==> config.mk <==
export PLATFORM = sky130hd
export DESIGN_NAME = iir_rectify_derivative_core
export DESIGN_NICKNAME = d
export VERILOG_FILES = /design/src/rtl/core/ird_pkg.sv /design/src/rtl/core/ird_ctrl.sv /design/src/rtl/core/ird_dp.sv /design/src/rtl/core/iir_rectify_derivative_core.sv
export SDC_FILE = /design/constraint.sdc
export NUM_CORES = 2
export LEC_CHECK = 0
export BUFFER_PORTS_ARGS = -buffer_cell sky130_fd_sc_hd__buf_2
export CORE_ASPECT_RATIO = 1.75
export CORE_MARGIN = 10
export CORE_UTILIZATION = 50
export DETAILED_ROUTE_END_ITERATION = 6
export PLACE_DENSITY = 0.74
export SYNTH_ARGS = -nofsm -noshare
export SYNTH_HDL_FRONTEND = slang
export SYNTH_HIERARCHICAL = 1
export SYNTH_SLANG_ARGS = --single-unit
export TNS_END_PERCENT = 5
==> constraint.sdc <==
create_clock -name clk -period 8.6 [get_ports clk]
set_clock_uncertainty 0.15 [all_clocks]
set_input_delay 0.43 -clock clk [delete_from_list [all_inputs] [get_ports clk]]
set_output_delay 0.43 -clock clk [all_outputs]
set_load 0.02 [all_outputs]
==> src/rtl/core/ird_pkg.sv <==
// ----------------------------------------------------------------------------
// ird_pkg
// Shared types and constants for the IIR, rectifier and derivative core.
// ----------------------------------------------------------------------------
package ird_pkg;

  localparam int X_W       = 16;  // sample and result width
  localparam int COEF_W    = 18;  // signed Q4.14 coefficient
  localparam int FRAC_W    = 14;
  localparam int ACC_W     = 40;  // delay words and full-precision output
  localparam int MUL_B_W   = 21;  // second multiplier operand
  localparam int HALF_W    = 20;  // split of the 40-bit output into two halves
  localparam int PROD_W    = COEF_W + MUL_B_W;
  localparam int SUM_W     = 61;  // feedback accumulator
  localparam int MAX_ORDER = 3;
  localparam int IDX_W     = 2;
  localparam int CFG_IDX_W = 3;

  // configuration register indexes
  localparam logic [CFG_IDX_W-1:0] REG_POLARITY = 3'd0;
  localparam logic [CFG_IDX_W-1:0] REG_B0       = 3'd1;
  localparam logic [CFG_IDX_W-1:0] REG_B1       = 3'd2;
  localparam logic [CFG_IDX_W-1:0] REG_B2       = 3'd3;
  localparam logic [CFG_IDX_W-1:0] REG_B3       = 3'd4;
  localparam logic [CFG_IDX_W-1:0] REG_A1       = 3'd5;
  localparam logic [CFG_IDX_W-1:0] REG_A2       = 3'd6;
  localparam logic [CFG_IDX_W-1:0] REG_A3       = 3'd7;

  localparam logic signed [COEF_W-1:0] B0_RESET = 18'sd16384;

  typedef enum logic [1:0] {
    ST_IDLE,
    ST_RUN,
    ST_DRAIN,
    ST_DONE
  } state_t;

  // multiplier operations
  typedef enum logic [1:0] {
    OP_BX,   // b[i] * sample
    OP_AYH,  // a[i] * upper half of output
    OP_AYL   // a[i] * lower half of output
  } op_t;

  typedef struct packed {
    logic             load_x;
    logic             mul_go;
    op_t              op;
    logic [IDX_W-1:0] idx;
    logic             finish;
  } cmd_t;

endpackage

==> src/rtl/core/ird_ctrl.sv <==
// ----------------------------------------------------------------------------
// ird_ctrl
// Sequencer: steps the shared multiplier through the filter terms of one item.
// ----------------------------------------------------------------------------
module ird_ctrl #(
  parameter int ORDER = 3
) (
  input  logic          clk,
  input  logic          rst_n,
  input  logic          in_valid,
  output logic          in_stall,
  output logic          out_valid,
  input  logic          out_stall,
  output ird_pkg::cmd_t cmd_o
);

  ird_pkg::state_t                state_r, state_nxt;
  ird_pkg::op_t                   op_r, op_nxt;
  logic [ird_pkg::IDX_W-1:0]      idx_r, idx_nxt;
  logic                           out_valid_r, out_valid_nxt;
  ird_pkg::cmd_t                  cmd_c;

  always_ff @(posedge clk) begin
    if (!rst_n) begin
      state_r     <= ird_pkg::ST_IDLE;
      op_r        <= ird_pkg::OP_BX;
      idx_r       <= '0;
      out_valid_r <= 1'b0;
    end else begin
      state_r     <= state_nxt;
      op_r        <= op_nxt;
      idx_r       <= idx_nxt;
      out_valid_r <= out_valid_nxt;
    end
  end

  always_comb begin
    state_nxt = state_r;
    op_nxt    = op_r;
    idx_nxt   = idx_r;
    cmd_c     = '0;
    cmd_c.op  = op_r;
    cmd_c.idx = idx_r;
    case (state_r)
      ird_pkg::ST_IDLE: begin
        if (in_valid) begin
          cmd_c.load_x = 1'b1;
          state_nxt    = ird_pkg::ST_RUN;
          op_nxt       = ird_pkg::OP_BX;
          idx_nxt      = '0;
        end
      end
      ird_pkg::ST_RUN: begin
        cmd_c.mul_go = 1'b1;
        case (op_r)
          ird_pkg::OP_BX: begin
            // b0 first, then b1 so that its partial sum is ready before a1
            if (idx_r == '0) begin
              idx_nxt = idx_r + 1'b1;
            end else begin
              op_nxt = ird_pkg::OP_AYH;
            end
          end
          ird_pkg::OP_AYH: begin
            op_nxt = ird_pkg::OP_AYL;
          end
          ird_pkg::OP_AYL: begin
            if (idx_r == ird_pkg::IDX_W'(ORDER)) begin
              state_nxt = ird_pkg::ST_DRAIN;
            end else begin
              op_nxt  = ird_pkg::OP_BX;
              idx_nxt = idx_r + 1'b1;
            end
          end
          default: begin
            state_nxt = ird_pkg::ST_IDLE;
          end
        endcase
      end
      ird_pkg::ST_DRAIN: begin
        state_nxt = ird_pkg::ST_DONE;
      end
      ird_pkg::ST_DONE: begin
        if (!out_valid_r || !out_stall) begin
          cmd_c.finish = 1'b1;
          state_nxt    = ird_pkg::ST_IDLE;
        end
      end
      default: begin
        state_nxt = ird_pkg::ST_IDLE;
      end
    endcase
    out_valid_nxt = cmd_c.finish | (out_valid_r & out_stall);
  end

  assign cmd_o     = cmd_c;
  assign in_stall  = (state_r != ird_pkg::ST_IDLE);
  assign out_valid = out_valid_r;

  a_accept_starts_run: assert property (@(posedge clk) disable iff (!rst_n)
    (in_valid && !in_stall) |=> (state_r == ird_pkg::ST_RUN))
    else $error("accepted beat did not start the sequence");

  a_finish_needs_room: assert property (@(posedge clk) disable iff (!rst_n)
    cmd_c.finish |-> (!out_valid_r || !out_stall))
    else $error("result loaded over a beat still waiting");

  a_drain_after_issue: assert property (@(posedge clk) disable iff (!rst_n)
    (state_r == ird_pkg::ST_DRAIN) |-> $past(cmd_c.mul_go))
    else $error("drain entered without a final multiply");

endmodule

==> src/rtl/core/ird_dp.sv <==
// ----------------------------------------------------------------------------
// ird_dp
// Datapath: registers, shared 18x21 multiplier, accumulator and output stage.
// ----------------------------------------------------------------------------
module ird_dp #(
  parameter int ORDER = 3
) (
  input  logic                                   clk,
  input  logic                                   rst_n,
  input  logic                                   cfg_wr_en,
  input  logic [ird_pkg::CFG_IDX_W-1:0]          cfg_index,
  input  logic [ird_pkg::COEF_W-1:0]             cfg_data,
  input  logic signed [ird_pkg::X_W-1:0]         in_sample_in,
  input  ird_pkg::cmd_t                          cmd_i,
  output logic signed [ird_pkg::X_W-1:0]         out_filtered_out,
  output logic signed [ird_pkg::X_W-1:0]         out_rectified_out,
  output logic signed [ird_pkg::X_W-1:0]         out_derivative_out,
  output logic                                   out_derivative_valid
);

  localparam int ACC_W  = ird_pkg::ACC_W;
  localparam int PROD_W = ird_pkg::PROD_W;
  localparam int SUM_W  = ird_pkg::SUM_W;
  localparam int FRAC_W = ird_pkg::FRAC_W;
  localparam int X_W    = ird_pkg::X_W;
  localparam int HALF_W = ird_pkg::HALF_W;

  logic                               pol_r;
  logic signed [ird_pkg::COEF_W-1:0]  b_r [ird_pkg::MAX_ORDER+1];
  logic signed [ird_pkg::COEF_W-1:0]  a_r [ird_pkg::MAX_ORDER];
  logic signed [ACC_W-1:0]            d_r [ird_pkg::MAX_ORDER];
  logic signed [X_W-1:0]              hist0_r, hist1_r;
  logic [1:0]                         cnt_r;

  logic signed [X_W-1:0]              x_r;
  logic signed [PROD_W-1:0]           prod_r;
  logic                               acc_vld_r;
  ird_pkg::op_t                       acc_op_r;
  logic [ird_pkg::IDX_W-1:0]          acc_idx_r;
  logic signed [ACC_W-1:0]            y_r;
  logic signed [ACC_W:0]              t_r;
  logic signed [SUM_W-1:0]            acc_r;
  logic signed [X_W-1:0]              filt_r;

  logic signed [ird_pkg::COEF_W-1:0]  mul_a;
  logic signed [ird_pkg::MUL_B_W-1:0] mul_b;
  logic signed [ACC_W:0]              prod_ext;
  logic signed [ACC_W:0]              y_sum;
  logic signed [ACC_W-1:0]            y_nxt;
  logic signed [ACC_W-1:0]            d_next_in;
  logic signed [ACC_W:0]              t_nxt;
  logic signed [SUM_W-1:0]            acc_nxt;
  logic signed [SUM_W-1:0]            fb_sum;
  logic signed [ACC_W-1:0]            d_new;
  logic signed [ACC_W:0]              y_round;
  logic signed [ACC_W-FRAC_W:0]       y_int;
  logic signed [X_W-1:0]              filt_nxt;
  logic signed [X_W-1:0]              rect;
  logic signed [X_W:0]                diff;
  logic signed [X_W:0]                half;
  logic                               dvalid;

  // multiplier operand selection
  always_comb begin
    case (cmd_i.idx)
      2'd1:    mul_a = (cmd_i.op == ird_pkg::OP_BX) ? b_r[1] : a_r[0];
      2'd2:    mul_a = (cmd_i.op == ird_pkg::OP_BX) ? b_r[2] : a_r[1];
      2'd3:    mul_a = (cmd_i.op == ird_pkg::OP_BX) ? b_r[3] : a_r[2];
      default: mul_a = b_r[0];
    endcase
    case (cmd_i.op)
      ird_pkg::OP_AYH: mul_b = {y_r[ACC_W-1], y_r[ACC_W-1:HALF_W]};
      ird_pkg::OP_AYL: mul_b = {1'b0, y_r[HALF_W-1:0]};
      default:         mul_b = {{(ird_pkg::MUL_B_W-X_W){x_r[X_W-1]}}, x_r};
    endcase
  end

  assign prod_ext = {{(ACC_W+1-PROD_W){prod_r[PROD_W-1]}}, prod_r};

  // y = sat40(b0*x + d0)
  assign y_sum = prod_ext + {d_r[0][ACC_W-1], d_r[0]};
  always_comb begin
    if (y_sum[ACC_W] != y_sum[ACC_W-1]) begin
      y_nxt = y_sum[ACC_W] ? {1'b1, {(ACC_W-1){1'b0}}} : {1'b0, {(ACC_W-1){1'b1}}};
    end else begin
      y_nxt = y_sum[ACC_W-1:0];
    end
  end

  // partial sum b[i]*x + d[i], the next word counts only below the top order
  always_comb begin
    case (acc_idx_r)
      2'd1:    d_next_in = d_r[1];
      2'd2:    d_next_in = d_r[2];
      default: d_next_in = '0;
    endcase
    if (acc_idx_r >= ird_pkg::IDX_W'(ORDER)) begin
      d_next_in = '0;
    end
  end
  assign t_nxt = prod_ext + {d_next_in[ACC_W-1], d_next_in};

  // t - floor((a*y + 2^13) / 2^14) == floor((t*2^14 - a*y + 2^13 - 1) / 2^14)
  assign acc_nxt = $signed({{(SUM_W-ACC_W-1-FRAC_W){t_r[ACC_W]}}, t_r,
                            {1'b0, {(FRAC_W-1){1'b1}}}})
                 - $signed({{(SUM_W-PROD_W-HALF_W){prod_r[PROD_W-1]}}, prod_r,
                            {HALF_W{1'b0}}});
  assign fb_sum  = acc_r - $signed({{(SUM_W-PROD_W){prod_r[PROD_W-1]}}, prod_r});
  always_comb begin
    if (fb_sum[SUM_W-1:FRAC_W+ACC_W-1] != {(SUM_W-FRAC_W-ACC_W+1){fb_sum[SUM_W-1]}}) begin
      d_new = fb_sum[SUM_W-1] ? {1'b1, {(ACC_W-1){1'b0}}} : {1'b0, {(ACC_W-1){1'b1}}};
    end else begin
      d_new = fb_sum[FRAC_W+ACC_W-1:FRAC_W];
    end
  end

  // output rounding, half up, then saturation to 16 bits
  assign y_round = {y_r[ACC_W-1], y_r} + $signed((ACC_W+1)'(1) <<< (FRAC_W-1));
  assign y_int   = y_round[ACC_W:FRAC_W];
  always_comb begin
    if (y_int[ACC_W-FRAC_W:X_W-1] != {(ACC_W-FRAC_W-X_W+2){y_int[ACC_W-FRAC_W]}}) begin
      filt_nxt = y_int[ACC_W-FRAC_W] ? {1'b1, {(X_W-1){1'b0}}} : {1'b0, {(X_W-1){1'b1}}};
    end else begin
      filt_nxt = y_int[X_W-1:0];
    end
  end

  // rectify and central difference, halved toward zero
  always_comb begin
    if (pol_r) begin
      rect = (filt_r > 0) ? '0 : filt_r;
    end else begin
      rect = (filt_r < 0) ? '0 : filt_r;
    end
    diff   = {rect[X_W-1], rect} - {hist1_r[X_W-1], hist1_r};
    half   = (diff + $signed({{X_W{1'b0}}, diff[X_W]})) >>> 1;
    dvalid = (cnt_r >= 2'd2);
  end

  always_ff @(posedge clk) begin
    if (!rst_n) begin
      pol_r     <= 1'b0;
      b_r[0]    <= ird_pkg::B0_RESET;
      b_r[1]    <= '0;
      b_r[2]    <= '0;
      b_r[3]    <= '0;
      a_r[0]    <= '0;
      a_r[1]    <= '0;
      a_r[2]    <= '0;
      d_r[0]    <= '0;
      d_r[1]    <= '0;
      d_r[2]    <= '0;
      hist0_r   <= '0;
      hist1_r   <= '0;
      cnt_r     <= '0;
      acc_vld_r <= 1'b0;
    end else begin
      acc_vld_r <= cmd_i.mul_go;
      if (cfg_wr_en) begin
        case (cfg_index)
          ird_pkg::REG_POLARITY: pol_r  <= cfg_data[0];
          ird_pkg::REG_B0:       b_r[0] <= cfg_data;
          ird_pkg::REG_B1:       b_r[1] <= cfg_data;
          ird_pkg::REG_B2:       b_r[2] <= cfg_data;
          ird_pkg::REG_B3:       b_r[3] <= cfg_data;
          ird_pkg::REG_A1:       a_r[0] <= cfg_data;
          ird_pkg::REG_A2:       a_r[1] <= cfg_data;
          ird_pkg::REG_A3:       a_r[2] <= cfg_data;
          default: ;
        endcase
      end
      if (acc_vld_r && acc_op_r == ird_pkg::OP_AYL) begin
        case (acc_idx_r)
          2'd1:    d_r[0] <= d_new;
          2'd2:    d_r[1] <= d_new;
          2'd3:    d_r[2] <= d_new;
          default: ;
        endcase
      end
      if (cmd_i.finish) begin
        hist1_r <= hist0_r;
        hist0_r <= rect;
        if (cnt_r != 2'd3) begin
          cnt_r <= cnt_r + 1'b1;
        end
      end
    end
  end

  always_ff @(posedge clk) begin
    filt_r <= filt_nxt;
    if (cmd_i.load_x) begin
      x_r <= in_sample_in;
    end
    if (cmd_i.mul_go) begin
      prod_r    <= mul_a * mul_b;
      acc_op_r  <= cmd_i.op;
      acc_idx_r <= cmd_i.idx;
    end
    if (acc_vld_r) begin
      case (acc_op_r)
        ird_pkg::OP_BX: begin
          if (acc_idx_r == '0) begin
            y_r <= y_nxt;
          end else begin
            t_r <= t_nxt;
          end
        end
        ird_pkg::OP_AYH: acc_r <= acc_nxt;
        default: ;
      endcase
    end
    if (cmd_i.finish) begin
      out_filtered_out     <= filt_r;
      out_rectified_out    <= rect;
      out_derivative_out   <= dvalid ? half[X_W-1:0] : '0;
      out_derivative_valid <= dvalid;
    end
  end

  a_count_holds: assert property (@(posedge clk) disable iff (!rst_n)
    (cnt_r == 2'd3) |=> (cnt_r == 2'd3))
    else $error("sample count left saturation");

endmodule

==> src/rtl/core/iir_rectify_derivative_core.sv <==
// ----------------------------------------------------------------------------
// iir_rectify_derivative_core
// IIR filter, half-wave rectifier and central difference on one sample a beat.
// ----------------------------------------------------------------------------
// sequence: accept, 1 + 3*ORDER multiplier products, DRAIN, then DONE (held while
//   an earlier beat is stalled), then out_valid; one sample at a time, as the
//   single shared 18x21 multiplier does all products of a sample
// a finished beat waits in the output register while the next sample is taken
// reset (synchronous, rst_n low): filter state, history and count cleared,
//   b0 = 1.0, other coefficients and polarity zero
// ----------------------------------------------------------------------------
module iir_rectify_derivative_core #(
  parameter int ORDER = 3
) (
  input  logic                                   clk,
  input  logic                                   rst_n,
  input  logic                                   cfg_wr_en,
  input  logic [ird_pkg::CFG_IDX_W-1:0]          cfg_index,
  input  logic [ird_pkg::COEF_W-1:0]             cfg_data,
  input  logic                                   in_valid,
  output logic                                   in_stall,
  input  logic signed [ird_pkg::X_W-1:0]         in_sample_in,
  output logic                                   out_valid,
  input  logic                                   out_stall,
  output logic signed [ird_pkg::X_W-1:0]         out_filtered_out,
  output logic signed [ird_pkg::X_W-1:0]         out_rectified_out,
  output logic signed [ird_pkg::X_W-1:0]         out_derivative_out,
  output logic                                   out_derivative_valid
);

  ird_pkg::cmd_t cmd;

  ird_ctrl #(
    .ORDER (ORDER)
  ) u_ctrl (
    .clk       (clk),
    .rst_n     (rst_n),
    .in_valid  (in_valid),
    .in_stall  (in_stall),
    .out_valid (out_valid),
    .out_stall (out_stall),
    .cmd_o     (cmd)
  );

  ird_dp #(
    .ORDER (ORDER)
  ) u_dp (
    .clk                  (clk),
    .rst_n                (rst_n),
    .cfg_wr_en            (cfg_wr_en),
    .cfg_index            (cfg_index),
    .cfg_data             (cfg_data),
    .in_sample_in         (in_sample_in),
    .cmd_i                (cmd),
    .out_filtered_out     (out_filtered_out),
    .out_rectified_out    (out_rectified_out),
    .out_derivative_out   (out_derivative_out),
    .out_derivative_valid (out_derivative_valid)
  );

endmodule

==> results.json <==
{
  "clkLatencyLatePin_ns": 0.65,
  "ys_warn_count": 6,
  "status": "finished, final reports clean",
  "drc": 0,
  "synth_edf_count": 481,
  "hold_viol_final": 0,
  "wire_per_inst_um": 23.8,
  "syn_area_um2": 44100,
  "path_clk_slew_ns": 0.07,
  "critPathRequiredTime_ns": 8.81,
  "fmax_mhz": 122,
  "yosysMostFrequentCell": "inv_1",
  "grt_use_total_pct": 26.8,
  "antenna_found_initial": 4,
  "yosys.cell_types.count": 84,
  "h-tree-depth": 2,
  "synth_top_area_share_pct": 32.8,
  "max_stage_delay_ns": 0.58,
  "rsz0062_at_grt": "false",
  "tightest_slew_ns": 1.15,
  "synth_nets": 5060,
  "io_buffers": 92,
  "cts_setup_buffers": 0,
  "drive_gt1_share_pct": 8.50,
  "gp_congestion": 1.01,
  "setup_violations": 0,
  "postRouteAntennaNets": 0,
  "grt_pass1_vias": 34400,
  "synthCells": 4340,
  "synth.largest_area_cell": "edfxtp_1",
  "ys_ff_latch": 540,
  "synth_common_cells": "555 x inv_1, 481 x edfxtp_1, 392 x nand2_1, 382 x fa_1, 296 x ha_1",
  "num_vias": 33000,
  "critical_path.slowest_cell": "fa_1",
  "cts_sinks": 540,
  "crit_type": "reg -> reg",
  "start_util_pct": 50.3,
  "io_pins": 93,
  "fp.coreArea_um2": 87700,
  "dr.pass1.iters": 7,
  "fin_setup_tns_ns": 0,
  "dp_hpwl_um": 108000,
  "r2r_slack_ns": 0.39,
  "overflow": 0,
  "slew_headroom_pct": 23.5,
  "yosysSeqAreaShare_pct": 35.4,
  "worstPathMaxFanout": 37,
  "cts_tree": "done",
  "die_h_um": 413,
  "fin_crit_ns": 8.21,
  "synthTopCellsByArea": "edfxtp_1 33%, fa_1 17%, ha_1 8.4%",
  "critPathLaunchType": "flop",
  "crit_path_frequent_cell": "fa_1",
  "first_iter_violations": 2166,
  "nets": 5182,
  "worst_setup_path_end_kind": "flop",
  "dieArea_um2": 101000,
  "fin_crit_sh_pct": 95.4,
  "hold_path_class": "in -> reg",
  "vias_per_cell": 5.82,
  "ys.flop_type": "edfxtp_1",
  "grt_pass1_wl_um": 203000,
  "die_x_um": 245,
  "area_growth_pct": 10.1,
  "final_max_slew_viol_count": 0,
  "critPathArrivalTime_ns": 8.42,
  "cts_root_buf": "clkbuf_16",
  "cts_buffers": 51,
  "wl_um": 135000,
  "grt_max_degree": 87,
  "drv_cap": 0,
  "avgSynthCellArea_um2": 10.2,
  "row_count": 144,
  "ys_async_sr_fraction_pct": 0,
  "cts_buffer_depth": 3
}
[per-stage QoR]
step / hold WS [ns] / setup WS (ns) / utilization (%) / cell area, um2 / instances
after floorplan: 0.250 / 0.420 / - / 44100 / 4340
after global placement: 0.254 / 0.236 / 52.8 / 46300 / 5543
after detailed placement: 0.263 / 0.111 / 52.8 / 46300 / 5543
after CTS: 0.00837 / 0.0395 / 55.3 / 48500 / 5672
after global routing: 0.0349 / 0.0177 / 55.3 / 48600 / 5672
final: 0.0475 / 0.393 / 55.4 / 48600 / 5674
[worst max-delay path: cells and delay by family (launching register included)]
family / cells / cell delay [ns]
fa+ha+maj: 8 / 3.64
compound gates: 10 / 1.89
buf+inv: 8 / 1.01
simple gates: 6 / 0.53
flops: 1 / 0.38
xor+xnor: 1 / 0.14
mux: 1 / 0.13
[logic make-up after synthesis]
family / count (synthesis) / synth area share (%)
AND/OR/NAND/NOR: 1213 / 13.3
buffers and inverters: 715 / 6.17
AO/OA/AOI/OAI: 916 / 13.7
adder cells (fa/ha/maj): 678 / 25.7
XOR/XNOR: 216 / 4.29
flip-flops: 540 / 35.4
multiplexers: 62 / 1.46
[layout by cell type, fill, tap and decap left out, types with 20 or more instances in the layout]
| cell | n |
|---|---|
| inv_1 | 555 |
| edfxtp_1 | 481 |
| nand2_1 | 392 |
| fa_1 | 382 |
| ha_1 | 294 |
| nor2_1 | 290 |
| a21oi_1 | 249 |
| and2_1 | 156 |
| o21ai_0 | 144 |
| xnor2_1 | 134 |
| a21o_1 | 133 |
| buf_4 | 99 |
| buf_2 | 92 |
| xor2_1 | 82 |
| a22oi_1 | 73 |
| nor2b_1 | 71 |
| nand2b_1 | 68 |
| dfxtp_1 | 57 |
| clkbuf_16 | 54 |
| nand3_1 | 53 |
| mux2i_1 | 44 |
| nor3_1 | 43 |
| dlygate4sd3_1 | 34 |
| o21a_1 | 32 |
| nand4_1 | 31 |
| and3_1 | 28 |
| a21boi_0 | 26 |
| o211ai_1 | 23 |
| a211oi_1 | 21 |
| a21oi_2 | 20 |
| a221oi_1 | 20 |
[registers in the layout, indices dropped and copies added, names as in the netlist, named ones only]
register / flops
u_dp/d_r: 120
u_dp/b_r: 72
u_dp/a_r: 54
u_dp/acc_r: 46
u_dp/t_r: 41
u_dp/y_r: 40
u_dp/prod_r: 39
u_dp/filt_r: 16
u_dp/hist0_r: 16
u_dp/hist1_r: 16
u_dp/out_derivative_out: 16
u_dp/out_filtered_out: 16
u_dp/out_rectified_out: 16
u_dp/x_r: 16
u_ctrl/idx_r: 2
u_ctrl/op_r: 2
u_dp/acc_idx_r: 2
u_dp/acc_op_r: 2
u_dp/cnt_r: 2
u_ctrl/out_valid: 1
u_ctrl/state_r: 1
u_dp/acc_vld_r: 1
u_dp/out_derivative_valid: 1
u_dp/pol_r: 1
[routing by layer]
metal	part of all wire (%)	GRT usage (%)	wire length [um]	up-vias
li1	-	-	-	15100
met1	32	25.2	43200	16200
met2	53	50.4	71800	1133
met3	4.7	3.66	6330	533
met4	10	22.4	13600	0
met5	0	0	0	-
[worst paths after layout]
| check | start | to | depth (start not counted) |
|---|---|---|---|
| setup / recovery | u_ctrl/op_r[0] | u_dp/prod_r[36] | 34 |
| hold / removal | cfg_data[14] | u_dp/b_r[0][32] | 2 |
| setup reg to reg | u_ctrl/op_r[0] | u_dp/prod_r[36] | 34 |
| hold reg to reg | u_dp/t_r[3] | u_dp/acc_r[17] | 0 |
[final cells by class]
| class | count | area [um2] |
|---|---|---|
| antenna | 2 | 5.00 |
| inverter | 555 | 2080 |
| timing repair buffer | 229 | 1620 |
| clock inverter | 34 | 443 |
| tap | 1168 | 1460 |
| multi-input combinational | 3085 | 25900 |
| clock buffer | 61 | 1420 |
| fill | 7740 | 39200 |
| sequential | 540 | 15600 |
[timing repair]
item	in CTS	in global routing
setup endpoints to repair	0	7
endpoints found under the hold margin	89	0
hold buffers	34	0
gates resized for setup	0	18
Power is not shown: default switching activity piles up to over one toggle a cycle in this logic, so the estimate is an artifact.
